$ cat config.mk
export PLATFORM = sky130hd
export DESIGN_NAME = per_tenant_token_bucket_limiter
export DESIGN_NICKNAME = d
export VERILOG_FILES = /design/src/design/ptbl_pkg.sv /design/src/design/ptbl_slot_mem.sv /design/src/design/ptbl_refill.sv /design/src/design/per_tenant_token_bucket_limiter.sv
export SDC_FILE = /design/constraint.sdc
export NUM_CORES = 2
export LEC_CHECK = 0
export BUFFER_PORTS_ARGS = -buffer_cell sky130_fd_sc_hd__buf_4
export CORE_AREA = 4 4 532 429
export CTS_CLUSTER_SIZE = 30
export DETAILED_ROUTE_END_ITERATION = 6
export DIE_AREA = 0 0 536 433
export PLACE_DENSITY = 0.76
export SLEW_MARGIN = 10
export SYNTH_ARGS = -nofsm -noshare
export SYNTH_HDL_FRONTEND = slang
export SYNTH_HIERARCHICAL = 1
export SYNTH_SLANG_ARGS = --single-unit
$ cat constraint.sdc
create_clock -name clk -period 32.2 [get_ports clk]
set_input_delay 6.44 -clock clk [delete_from_list [all_inputs] [get_ports clk]]
set_output_delay 6.44 -clock clk [all_outputs]
set_load 0.03 [all_outputs]
$ cat src/design/ptbl_pkg.sv
// Shared constants, types and codes for the per-tenant token bucket limiter.
// No dependencies; every module of the block imports this package.
package ptbl_pkg;

	localparam int TABLE_DEPTH = 16;
	localparam int IDX_W       = (TABLE_DEPTH > 1) ? $clog2(TABLE_DEPTH) : 1;
	localparam int CNT_W       = $clog2(TABLE_DEPTH + 1);
	localparam int KEY_W       = 32;
	localparam int FRAC_W      = 16;
	localparam int TOK_W       = 16 + FRAC_W;
	localparam int STAMP_W     = 48;
	localparam int RATE_W      = 32;
	localparam int BURST_W     = 16;
	localparam int LIMIT_W     = 5;
	localparam int CFG_IDX_W   = 2;
	localparam int CFG_DATA_W  = 32;
	localparam int RATE_SH     = 24 - FRAC_W;
	localparam int PROD_W      = STAMP_W + RATE_W;
	localparam int MAC_W       = 16;
	localparam int MAC_STEPS   = STAMP_W / MAC_W;
	localparam int STEP_W      = $clog2(MAC_STEPS + 1);

	localparam logic [TOK_W-1:0] TOK_ONE = TOK_W'(1) << FRAC_W;

	typedef enum logic [1:0] {
		OP_ALLOW     = 2'd0,
		OP_QUERY     = 2'd1,
		OP_RESET_KEY = 2'd2,
		OP_RESET_ALL = 2'd3
	} op_t;

	localparam logic [CFG_IDX_W-1:0] CFG_BURST = 2'd0;
	localparam logic [CFG_IDX_W-1:0] CFG_RATE  = 2'd1;
	localparam logic [CFG_IDX_W-1:0] CFG_LIMIT = 2'd2;

	typedef struct packed {
		logic               we;
		logic [IDX_W-1:0]   addr;
		logic [KEY_W-1:0]   key;
		logic [TOK_W-1:0]   tokens;
		logic [STAMP_W-1:0] stamp;
	} slot_wr_t;

	typedef struct packed {
		logic               start;
		logic [STAMP_W-1:0] elapsed;
		logic [RATE_W-1:0]  rate;
		logic [TOK_W-1:0]   tokens;
		logic [TOK_W-1:0]   cap;
	} refill_req_t;

	typedef struct packed {
		logic             done;
		logic [TOK_W-1:0] tokens;
	} refill_rsp_t;

endpackage

$ cat src/design/ptbl_slot_mem.sv
// Slot storage: key, token count and refill stamp of each table entry.
// One write port, one read port with registered data. Uses ptbl_pkg.
module ptbl_slot_mem (
	input  logic                        clk,
	input  logic [ptbl_pkg::IDX_W-1:0]  raddr,
	input  ptbl_pkg::slot_wr_t          wr,
	output logic [ptbl_pkg::KEY_W-1:0]  rd_key,
	output logic [ptbl_pkg::TOK_W-1:0]  rd_tokens,
	output logic [ptbl_pkg::STAMP_W-1:0] rd_stamp
);
	import ptbl_pkg::*;

	logic [KEY_W-1:0]   key_mem   [TABLE_DEPTH];
	logic [TOK_W-1:0]   tok_mem   [TABLE_DEPTH];
	logic [STAMP_W-1:0] stamp_mem [TABLE_DEPTH];

	logic [KEY_W-1:0]   rd_key_q;
	logic [TOK_W-1:0]   rd_tok_q;
	logic [STAMP_W-1:0] rd_stamp_q;

	always_ff @(posedge clk) begin
		if (wr.we) begin
			key_mem[wr.addr]   <= wr.key;
			tok_mem[wr.addr]   <= wr.tokens;
			stamp_mem[wr.addr] <= wr.stamp;
		end
		rd_key_q   <= key_mem[raddr];
		rd_tok_q   <= tok_mem[raddr];
		rd_stamp_q <= stamp_mem[raddr];
	end

	assign rd_key    = rd_key_q;
	assign rd_tokens = rd_tok_q;
	assign rd_stamp  = rd_stamp_q;

endmodule

$ cat src/design/ptbl_refill.sv
// Refill unit: elapsed * rate over several 16-bit multiply-accumulate steps,
// then saturation at the bucket cap. Uses ptbl_pkg.
module ptbl_refill (
	input  logic                  clk,
	input  logic                  arst_n,
	input  ptbl_pkg::refill_req_t req,
	output ptbl_pkg::refill_rsp_t rsp
);
	import ptbl_pkg::*;

	logic                busy_q;
	logic [STEP_W-1:0]   step_q;
	logic [STAMP_W-1:0]  el_q;
	logic [RATE_W-1:0]   rate_q;
	logic [TOK_W-1:0]    tok_q;
	logic [TOK_W-1:0]    cap_q;
	logic [PROD_W-1:0]   acc_q;
	refill_rsp_t         rsp_q;

	logic [MAC_W-1:0]          chunk;
	logic [MAC_W+RATE_W-1:0]   part;
	logic [PROD_W-1:0]         mac;
	logic [TOK_W-1:0]          head;
	logic [TOK_W+RATE_SH-1:0]  head_sh;
	logic                      sat;
	logic [TOK_W-1:0]          sum;
	logic [TOK_W-1:0]          result;

	always_comb begin
		// most significant chunk first, shift the accumulator up each step
		chunk   = el_q[STAMP_W-1 -: MAC_W];
		part    = chunk * rate_q;
		mac     = {acc_q[PROD_W-MAC_W-1:0], {MAC_W{1'b0}}}
			+ {{(PROD_W-MAC_W-RATE_W){1'b0}}, part};
		head    = cap_q - tok_q;
		head_sh = {head, {RATE_SH{1'b0}}};
		sat     = (|acc_q[PROD_W-1:TOK_W+RATE_SH]) || (acc_q[TOK_W+RATE_SH-1:0] >= head_sh);
		sum     = tok_q + acc_q[TOK_W+RATE_SH-1:RATE_SH];
		result  = ((tok_q >= cap_q) || sat) ? cap_q : sum;
	end

	always_ff @(posedge clk or negedge arst_n) begin
		if (!arst_n) begin
			busy_q <= 1'b0;
			step_q <= '0;
			el_q   <= '0;
			rate_q <= '0;
			tok_q  <= '0;
			cap_q  <= '0;
			acc_q  <= '0;
			rsp_q  <= '0;
		end else begin
			rsp_q.done <= 1'b0;
			if (req.start) begin
				busy_q <= 1'b1;
				step_q <= '0;
				el_q   <= req.elapsed;
				rate_q <= req.rate;
				tok_q  <= req.tokens;
				cap_q  <= req.cap;
				acc_q  <= '0;
			end else if (busy_q) begin
				if (step_q == STEP_W'(MAC_STEPS)) begin
					busy_q       <= 1'b0;
					rsp_q.done   <= 1'b1;
					rsp_q.tokens <= result;
				end else begin
					acc_q  <= mac;
					el_q   <= el_q << MAC_W;
					step_q <= step_q + STEP_W'(1);
				end
			end
		end
	end

	assign rsp = rsp_q;

endmodule

$ cat src/design/per_tenant_token_bucket_limiter.sv
// Top level of the per-tenant token bucket limiter: command sequencer, slot
// scan, valid bits and config registers. Uses ptbl_pkg, ptbl_slot_mem, ptbl_refill.
//
//  channel  | handshake                  | payload
//  ---------+----------------------------+-----------------------------------------
//  command  | start in, busy out         | opcode, tenant_key, now_ticks
//  result   | done out (one-cycle pulse) | granted, tokens_left, key_found,
//           |                            | entry_evicted
//  config   | cfg_valid in, cfg_ready out| cfg_index, cfg_data
//
// A command scans all 16 slots through the single memory read port, one slot
// a cycle. Query, reset and allow-miss pulse done once the scan is over; an
// allow hit also waits for the three-step multiply-accumulate of the refill
// unit. busy is high from the accepting edge until the done cycle; a new
// command may start in the done cycle.
// Reset clears every valid bit at once; no clearing pass is needed.
// Results cannot be held off: done marks the only cycle they are presented.
module per_tenant_token_bucket_limiter (
	input  logic                              clk,
	input  logic                              arst_n,
	input  logic                              start,
	output logic                              busy,
	input  logic [1:0]                        opcode,
	input  logic [31:0]                       tenant_key,
	input  logic [47:0]                       now_ticks,
	input  logic                              cfg_valid,
	output logic                              cfg_ready,
	input  logic [ptbl_pkg::CFG_IDX_W-1:0]    cfg_index,
	input  logic [ptbl_pkg::CFG_DATA_W-1:0]   cfg_data,
	output logic                              done,
	output logic                              granted,
	output logic [15:0]                       tokens_left,
	output logic                              key_found,
	output logic                              entry_evicted
);
	import ptbl_pkg::*;

	typedef enum logic [1:0] {
		S_IDLE,
		S_SCAN,
		S_DECIDE,
		S_REFILL
	} state_t;

	state_t state_q;

	logic [BURST_W-1:0] burst_q;
	logic [RATE_W-1:0]  rate_q;
	logic [LIMIT_W-1:0] limit_q;

	op_t                op_q;
	logic [KEY_W-1:0]   key_q;
	logic [STAMP_W-1:0] now_q;

	logic [CNT_W-1:0]   rd_idx_q;
	logic               chk_vld_q;
	logic [IDX_W-1:0]   chk_idx_q;

	logic               hit_q;
	logic [IDX_W-1:0]   hit_idx_q;
	logic [TOK_W-1:0]   hit_tok_q;
	logic [STAMP_W-1:0] hit_stamp_q;
	logic [CNT_W-1:0]   cnt_q;
	logic               pick_vld_q;
	logic [IDX_W-1:0]   pick_idx_q;
	logic [STAMP_W-1:0] pick_stamp_q;
	logic               free_vld_q;
	logic [IDX_W-1:0]   free_idx_q;

	logic [TABLE_DEPTH-1:0] valid_q;

	logic               done_q;
	logic               granted_q;
	logic [BURST_W-1:0] left_q;
	logic               found_q;
	logic               evicted_q;

	logic [KEY_W-1:0]   rd_key;
	logic [TOK_W-1:0]   rd_tokens;
	logic [STAMP_W-1:0] rd_stamp;
	slot_wr_t           wr;
	refill_req_t        rf_req;
	refill_rsp_t        rf_rsp;

	logic               accept;
	logic               slot_v;
	logic [31:0]        lim_eff;
	logic               evict;
	logic               have_slot;
	logic [IDX_W-1:0]   ins_idx;
	logic [BURST_W-1:0] burst_m1;
	logic               grant_hit;
	logic [TOK_W-1:0]   hit_new_tok;

	assign accept    = start && (state_q == S_IDLE);
	assign busy      = (state_q != S_IDLE);
	// hold register writes off while a command is in flight
	assign cfg_ready = (state_q == S_IDLE);

	always_comb begin
		slot_v = valid_q[chk_idx_q];

		// limit 0 acts as 1, anything above the table depth as the depth
		lim_eff = {{(32-LIMIT_W){1'b0}}, limit_q};
		if (lim_eff == 32'd0) begin
			lim_eff = 32'd1;
		end else if (lim_eff > 32'(TABLE_DEPTH)) begin
			lim_eff = 32'(TABLE_DEPTH);
		end

		evict     = ({{(32-CNT_W){1'b0}}, cnt_q} >= lim_eff) && pick_vld_q;
		have_slot = evict || free_vld_q;
		// after eviction the lowest free slot is the lower of the two
		ins_idx   = (evict && (!free_vld_q || (pick_idx_q < free_idx_q)))
			? pick_idx_q : free_idx_q;
		burst_m1  = (burst_q == '0) ? '0 : burst_q - BURST_W'(1);

		grant_hit   = (rf_rsp.tokens >= TOK_ONE);
		hit_new_tok = grant_hit ? rf_rsp.tokens - TOK_ONE : rf_rsp.tokens;

		wr        = '0;
		wr.key    = key_q;
		wr.stamp  = now_q;
		wr.addr   = ins_idx;
		wr.tokens = {burst_m1, {FRAC_W{1'b0}}};
		if ((state_q == S_DECIDE) && (op_q == OP_ALLOW) && !hit_q && have_slot) begin
			wr.we = 1'b1;
		end else if ((state_q == S_REFILL) && rf_rsp.done) begin
			wr.we     = 1'b1;
			wr.addr   = hit_idx_q;
			wr.tokens = hit_new_tok;
		end

		rf_req         = '0;
		rf_req.start   = (state_q == S_DECIDE) && (op_q == OP_ALLOW) && hit_q;
		// time going back counts as no elapsed time
		rf_req.elapsed = (now_q >= hit_stamp_q) ? now_q - hit_stamp_q : '0;
		rf_req.rate    = rate_q;
		rf_req.tokens  = hit_tok_q;
		rf_req.cap     = {burst_q, {FRAC_W{1'b0}}};
	end

	ptbl_slot_mem u_mem (
		.clk       (clk),
		.raddr     (rd_idx_q[IDX_W-1:0]),
		.wr        (wr),
		.rd_key    (rd_key),
		.rd_tokens (rd_tokens),
		.rd_stamp  (rd_stamp)
	);

	ptbl_refill u_refill (
		.clk    (clk),
		.arst_n (arst_n),
		.req    (rf_req),
		.rsp    (rf_rsp)
	);

	always_ff @(posedge clk or negedge arst_n) begin
		if (!arst_n) begin
			burst_q <= BURST_W'(10);
			rate_q  <= RATE_W'(16777);
			limit_q <= LIMIT_W'(16);
		end else if (cfg_valid && cfg_ready) begin
			unique case (cfg_index)
				CFG_BURST: burst_q <= cfg_data[BURST_W-1:0];
				CFG_RATE:  rate_q  <= cfg_data[RATE_W-1:0];
				CFG_LIMIT: limit_q <= cfg_data[LIMIT_W-1:0];
				default: ;
			endcase
		end
	end

	always_ff @(posedge clk or negedge arst_n) begin
		if (!arst_n) begin
			state_q      <= S_IDLE;
			op_q         <= OP_ALLOW;
			key_q        <= '0;
			now_q        <= '0;
			rd_idx_q     <= '0;
			chk_vld_q    <= 1'b0;
			chk_idx_q    <= '0;
			hit_q        <= 1'b0;
			hit_idx_q    <= '0;
			hit_tok_q    <= '0;
			hit_stamp_q  <= '0;
			cnt_q        <= '0;
			pick_vld_q   <= 1'b0;
			pick_idx_q   <= '0;
			pick_stamp_q <= '0;
			free_vld_q   <= 1'b0;
			free_idx_q   <= '0;
			valid_q      <= '0;
			done_q       <= 1'b0;
			granted_q    <= 1'b0;
			left_q       <= '0;
			found_q      <= 1'b0;
			evicted_q    <= 1'b0;
		end else begin
			done_q <= 1'b0;
			unique case (state_q)
				S_IDLE: begin
					if (accept) begin
						state_q    <= S_SCAN;
						op_q       <= op_t'(opcode);
						key_q      <= tenant_key[KEY_W-1:0];
						now_q      <= now_ticks;
						rd_idx_q   <= '0;
						chk_vld_q  <= 1'b0;
						hit_q      <= 1'b0;
						cnt_q      <= '0;
						pick_vld_q <= 1'b0;
						free_vld_q <= 1'b0;
					end
				end
				S_SCAN: begin
					// issue one read a cycle, check the slot read the cycle before
					if (rd_idx_q != CNT_W'(TABLE_DEPTH)) begin
						rd_idx_q  <= rd_idx_q + CNT_W'(1);
						chk_vld_q <= 1'b1;
						chk_idx_q <= rd_idx_q[IDX_W-1:0];
					end else begin
						chk_vld_q <= 1'b0;
					end
					if (chk_vld_q) begin
						if (slot_v) begin
							cnt_q <= cnt_q + CNT_W'(1);
							if (!hit_q && (rd_key == key_q)) begin
								hit_q       <= 1'b1;
								hit_idx_q   <= chk_idx_q;
								hit_tok_q   <= rd_tokens;
								hit_stamp_q <= rd_stamp;
							end
							if (!pick_vld_q || (rd_stamp < pick_stamp_q)) begin
								pick_vld_q   <= 1'b1;
								pick_idx_q   <= chk_idx_q;
								pick_stamp_q <= rd_stamp;
							end
						end else if (!free_vld_q) begin
							free_vld_q <= 1'b1;
							free_idx_q <= chk_idx_q;
						end
					end
					if (!chk_vld_q && (rd_idx_q == CNT_W'(TABLE_DEPTH))) begin
						state_q <= S_DECIDE;
					end
				end
				S_DECIDE: begin
					granted_q <= 1'b0;
					left_q    <= burst_q;
					found_q   <= hit_q;
					evicted_q <= 1'b0;
					state_q   <= S_IDLE;
					done_q    <= 1'b1;
					unique case (op_q)
						OP_ALLOW: begin
							if (hit_q) begin
								// hold the result until the refill unit returns
								state_q <= S_REFILL;
								done_q  <= 1'b0;
							end else begin
								granted_q <= 1'b1;
								evicted_q <= evict;
								if (evict) begin
									valid_q[pick_idx_q] <= 1'b0;
								end
								if (have_slot) begin
									valid_q[ins_idx] <= 1'b1;
									left_q           <= burst_m1;
								end
							end
						end
						OP_QUERY: begin
							if (hit_q) begin
								left_q <= hit_tok_q[TOK_W-1:FRAC_W];
							end
						end
						OP_RESET_KEY: begin
							if (hit_q) begin
								valid_q[hit_idx_q] <= 1'b0;
							end
						end
						OP_RESET_ALL: begin
							valid_q <= '0;
							found_q <= 1'b0;
						end
						default: ;
					endcase
				end
				S_REFILL: begin
					if (rf_rsp.done) begin
						granted_q <= grant_hit;
						left_q    <= hit_new_tok[TOK_W-1:FRAC_W];
						found_q   <= 1'b1;
						evicted_q <= 1'b0;
						done_q    <= 1'b1;
						state_q   <= S_IDLE;
					end
				end
				default: state_q <= S_IDLE;
			endcase
		end
	end

	assign done          = done_q;
	assign granted       = granted_q;
	assign tokens_left   = left_q;
	assign key_found     = found_q;
	assign entry_evicted = evicted_q;

endmodule

-- Word level (Yosys, flattened, before mapping)
Memory sizes are Yosys's and may differ from the RTL's. A register that Yosys moved wholly into a read port is not among the register bits.
Cells that the tools add are included.
- output and inout bits: 22
- bits of input ports: 120
- bits in registers: 575
- memories kept: 3
- RAM bits: 1792
- logic and storage cells: 239
- memory list (name ; depth ; bits a word ; rd ports ; clocked after Yosys merged registers in ; wr ports ; line ; RTL):
    u_mem.stamp_mem ; 16 ; 48 ; 1 ; 1 ; 1 ; ptbl_slot_mem.sv:15 ; logic [STAMP_W-1:0] stamp_mem [TABLE_DEPTH];
    u_mem.key_mem ; 16 ; 32 ; 1 ; 1 ; 1 ; ptbl_slot_mem.sv:13 ; logic [KEY_W-1:0] key_mem [TABLE_DEPTH];
    u_mem.tok_mem ; 16 ; 32 ; 1 ; 1 ; 1 ; ptbl_slot_mem.sv:14 ; logic [TOK_W-1:0] tok_mem [TABLE_DEPTH];
- multiplexer cells: 91
- bitwise operators: 8
- reduce and logical (&&, ||, !) cells: 53
- add/sub/neg operators: 9
- magnitude comparators: 15
- $mul: 1
- equal/unequal tests: 24
- operator list (kind ; number):
    two-way mux 80 bit ; 3
    two-way mux 16 bit ; 12
    two-way mux 48 bit ; 4
    two-way mux 32 bit ; 5
    two-way mux 33 bit ; 3
    adder 80 x 48 -> 80 bit ; 1
    case mux 16 bit (2 select lines) ; 2
    >= comparator 48 bit ; 1
    less-than comparator 48 bit ; 1
    multiplier 16 x 32 -> 48 bit ; 1
    case mux 16 bit (3 select lines) ; 1
    subtractor 48 bit ; 1
    >= comparator 40 bit ; 1
    OR reduction 40 bit ; 1
    adder 32 bit ; 1
    AND 16 bit ; 2
    equality test 32 bit ; 1
    >= comparator 32 x 17 -> 1 bit, second input constant ; 1
    >= comparator 32 bit ; 1
    >= comparator 5 x 32 -> 1 bit ; 1
    inverter 16 bit ; 2
    subtractor 32 x 17 -> 32 bit, second input constant ; 1
    subtractor 32 bit ; 1
    two-way mux 1 bit ; 30
    35 further kinds ; 123

-- Longest topological paths before layout
- word-level depth: 15
- depth in mapped cells: 27
- depth with buffers taken out: 24

-- Hierarchy
Netlist, hierarchy kept.
- modules (own cells, without submodules) (module ; area each (µm²) ; seq. area each (µm²) ; instances ; cells an instance):
    ptbl_slot_mem ; 69131.3 ; 56053.8 ; 1 ; 2864
    ptbl_refill ; 32693.9 ; 6506.2 ; 1 ; 3688
    per_tenant_token_bucket_limiter ; 20081.8 ; 8293.0 ; 1 ; 2189

-- Worst setup path before layout
Ideal clock, no wire load.
- path kind: reg2reg
- start point: register limit_q[1]
- end point: memory u_mem.key_mem[0][0], enable pin
- path slack: 20.817 ns
- data required time: 31.480 ns
- arrival time: 10.663 ns
- cell stages (with the launch flop): 17
- period minus slack after synthesis: 11.383 ns
- path through: dfrtp_1 nor3_1 nor2_1 nor2_1 ha_1 nand2b_1 a21o_1 a21o_1 a21o_1 a21o_1 and3_1 buf_2 buf_1 mux2i_1 o21ai_0 or3b_2 nor3_1
- RTL lines (item ; line ; RTL):
    start: declaration ; per_tenant_token_bucket_limiter.sv:49 ; logic [LIMIT_W-1:0] limit_q;
    start signal: assignment ; per_tenant_token_bucket_limiter.sv:168 ; CFG_LIMIT: limit_q <= cfg_data[LIMIT_W-1:0];
    end: declaration ; ptbl_slot_mem.sv:13 ;

==> run summary <==
The run finished with clean final reports. Buffers placed on the I/O ports in this run total 141. The internal portion of the total power is 6.62 mW. The worst setup path is of the in2async kind.

The instance area at placement was 126000 um^2; the fraction of final layout cells with drive strength greater than 1 was 15.2%. The count of buffer and inverter cells on the critical path was 4; the global-route wire length before repair was 483000 um. The design draws 9.76 mW. The area fraction in and, or, nand and nor cells after synthesis was 7.47%; the number of stages on the worst setup path was 4. Insertion delay to the later sink of the worst-skew pair: 0.91 ns.

The initial antenna violation count is 8. The total congestion overflow is 0, and the longest individual stage delay on the worst path is 0.83 ns. The I/O pin count is 142, and the routed wire length is 317000 um. TritonCTS built the clock tree. The tools report the final standard cell area without fillers as 134000 um^2. The total clock sinks came out at 2495.

For the pin with the worst max-slew slack, the measured transition is 1.28 ns. From left edge to right edge, the die measures 536 um. The switching share of total power came out at 32.1%. The type of destination of the critical path is an asynchronous set/reset pin. The number of nets at the end of the flow is 9734, and the maximum level of the CTS H-tree is 4.

Number of global-route vias before repair: 76700. After synthesis, the mean cell area works out to 13.9 um^2. In the routed design, unresolved DRC markers number 0.

Among all flip-flop cells after synthesis, the most frequent one is edfxtp_1. The total power divided by cell area works out to 73.0 nW/um^2. The placeable core region came out at 222000 um^2. The run gives 0 as the number of endpoints failing setup at the final stage. In this design, the critical path's most frequently occurring cell is buf_4. For this configuration, the core starts out at a cell density of 54.8%. The flip-flop and latch count after synthesis was 2495. Final estimated routing congestion in global placement: 0.936. The overall track demand over capacity in global routing is 27.4%, and the register clock-pin slew on the reported worst setup and hold paths is 0.07 ns. The count of maximum capacitance violations came out at 0. The logs give 4 for the maximum count of clock buffers along a single path and 232000 um^2 for the die footprint. Data on the critical path arrives at its endpoint at 9.71 ns. Launch point of the worst path: arst_n. After synthesis, the largest family of logic cells by area is multiplexers.

The highest-delay cell along the critical path is buf_4. The worst setup path is launched from an input pin. The logs give 0 ns for the aggregate negative setup slack and 45.5% for the part of the total power dissipated in sequential elements.

Walking the worst path, the cells encountered are buf_8 > buf_4 > buf_4 > buf_4. The run gives 237 as the number of buffers added by the clock tree synthesis step. In the routed layout, each cell is associated on average with a via count of 6.23. The clock network accounts for 28.7% of the total power. The logs give 22.31 ns for the post-place setup slack and 6 for the count of yosys warnings during synthesis. The share of cell area taken by muxes after synthesis was 11.0%; the detailed placement HPWL was 192000 um.

On the critical path the largest part of the delay comes from buffers and inverters. The tools report the number of setup buffers added after CTS as 0. In this run the critical register-to-register path is captured at u_refill/acc_q[75]$_DFFE_PN0P_.

For the leakage power, the log shows 51.9 nW. For this block, the via count after detailed routing is 74800. The root buffer cell chosen for the clock tree is clkbuf_16.

For this design the total switching power over the nets is 3.13 mW. The path class of the tightest hold or removal check is reg2reg. Setup repair after global routing left no endpoint under its margin. Fraction of registers with async set or reset after synthesis: 23.7%.

The run gives 0 as the max-slew violation total from the final report. Entering global routing, the biggest net connects 171 pins. The start of the worst register-to-register path was u_refill/rate_q[6]$_DFFE_PN0P_. Yosys mapped the design onto 110 distinct sky130hd cell types.

The synthesized netlist devotes 6.80% of its cell area to compound gates. The final hold violation count was 0; the worst setup skew after layout was 0.101 ns. Once placement completed, the tool counted placed cells totaling 11600.

The logs give 8741 for the gate count after technology mapping and 8779 for the number of violations reported at the end of detailed-routing iteration 0. The setup check on the worst reg-to-reg path leaves a slack of 24.47 ns. The power share of the combinational group is 25.8%, and the number of flops mapped to enable cells by yosys is 1792. Setup slack closes at 23.37 ns. The final critical path takes up 27.4% of the cycle. For the hold buffer count at CTS, the log shows 0. In this run the cell area of the synthesized design comes to 122000 um^2. The clock period minus final worst setup slack is 8.83 ns. Measured along the y axis, the die boundary spans 433 um. The tools report the final-layout worst hold slack as 0.447 ns. The normalized max-slew margin is 14.5%. The post-synthesis share of cell area spent on xor and xnor gates was 1.59%; the placement row count was 155. The remaining antenna violation count after routing was 0. The number of standard cells in the final layout excluding fillers is 12000, and the maximum fanout count along the critical path is 96.

The post-cts gate resize count came out at 0. The first detailed-routing pass ran for 6 iterations. Of the synthesized area, sequential elements account for 58.1%. The worst register-to-register path has a depth of 22. For this run, the top clock speed supported by timing is 113 MHz. For the worst setup path, the data required time is 33.08 ns. Routed length per instance: 26.4 um. The tools report the post-layout utilization of the core as 60.1%. Layout overhead on the synthesized area: 9.72%. The synthesized netlist devotes 10.9% of its cell area to adder and majority cells. Destination of the critical timing path: now_q[25]$_DFFE_PN0P_. VDD sags by at most 0.0738 mV.
[area by class of cell]
cell class	count	area, um^2
sequential	2495	70900
tap	2983	3730
multi-input combinational	5044	46400
timing repair buffer	260	2080
clock inverter	123	1230
clock buffer	315	6510
fill	16300	88700
antenna	3	7.51
inverter	781	2940
[synth_stat cells (13+ instances only)]
library cell,instances,area [um^2]
a211oi_1,35,263
a21o_1,110,826
a21oi_1,266,1330
a22o_1,16,140
a22oi_1,228,1710
a31oi_1,44,275
and2_1,248,1550
and3_1,42,263
buf_1,46,173
buf_2,26,130
buf_4,45,338
clkbuf_1,305,1140
dfrtp_1,583,14600
dfxtp_1,112,2240
edfxtp_1,1792,53800
fa_1,453,9070
ha_1,342,4280
inv_1,778,2920
mux2_2,161,1810
mux2_4,50,751
mux2i_1,68,681
mux4_2,452,10200
nand2_1,1111,4170
nand2b_1,33,206
nand3_1,67,335
nand4_1,53,332
nor2_1,241,905
nor2b_1,34,213
nor3_1,62,310
nor4_1,32,200
o211ai_1,13,97.6
o21a_1,24,180
o21ai_0,275,1380
o21ai_1,86,430
o21bai_1,20,150
o31ai_1,39,293
or3_1,14,87.6
xnor2_1,114,998
xor2_1,106,928
[layout by cell type, fill, tap and decap left out, drive strengths merged, types with 272 or more instances in the layout]
cell / instances
o21ai: 363
fa: 453
nand2: 1111
inv: 786
clkbuf: 315
edfxtp: 1792
a21oi: 272
dfrtp: 583
mux4: 453
ha: 342
[cell families (layout without fill, tap and decap cells)]
kind of cell / Yosys count / after routing
flops: 2495 / 2495
simple gates: 2000 / 2000
compound gates: 1280 / 1280
buf+inv: 1217 / 1479
fa+ha+maj: 795 / 795
mux: 732 / 732
xor+xnor: 221 / 221
other cells: 1 / 19
[sequential cells by signal, summed over array words and instances, names as in the netlist, 33 cells and up]
signal and cells:
u_refill/el_q 48, u_mem/rd_stamp 48, hit_stamp_q 48, u_mem/key_mem 512, u_refill/rsp 33, u_mem/stamp_mem 768, now_q 48, u_mem/tok_mem 512
pick_stamp_q 48, u_refill/acc_q 80
[worst min path at each step]
stage	startpoint	to	cells after the start
floorplan	u_mem/rd_tokens[31]$_DFF_P_	hit_tok_q[31]$_DFFE_PN0P_	1
global placement	u_mem/rd_tokens[13]$_DFF_P_	hit_tok_q[13]$_DFFE_PN0P_	1
CTS	u_mem/rd_stamp[11]$_DFF_P_	hit_stamp_q[11]$_DFFE_PN0P_	2
detailed placement	u_mem/rd_tokens[28]$_DFF_P_	hit_tok_q[28]$_DFFE_PN0P_	1
global route	u_mem/rd_tokens[5]$_DFF_P_	hit_tok_q[5]$_DFFE_PN0P_	1
finish	u_mem/rd_stamp[11]$_DFF_P_	hit_stamp_q[11]$_DFFE_PN0P_	2
[power groups by stage]
| stage | combinational [mW] | clock (mW) | sequential, mW |
|---|---|---|---|
| 6_report | 2.51 | 2.80 | 4.44 |
| 5_1_grt | 2.71 | 2.97 | 4.49 |
| 4_1_cts | 2.50 | 2.84 | 4.44 |
| 3_5_place_dp | 2.45 | 0 | 4.51 |
| 3_3_place_gp | 2.41 | 0 | 4.47 |
| 2_1_floorplan | 1.83 | 0 | 4.28 |
[tightest hold or removal path, delay by kind of cell (launching register included)]
| kind | cells | cell delay (ns) |
|---|---|---|
| DFF | 1 | 0.35 |
| and+or+nand+nor | 1 | 0.07 |
| AOI/OAI and AO/OA | 1 | 0.07 |
[per-layer routing]
layer | GRT usage [%] | vias to the layer above | share of wire [%]
met2 | 43.6 | 4060 | 47
met3 | 4.48 | 623 | 9.5
met5 | 0 | - | 0
met1 | 39.2 | 38500 | 40
met4 | 8.56 | 0 | 3.3
li1 | - | 31700 | -
Note: power is estimated with default switching activity, not from simulation.
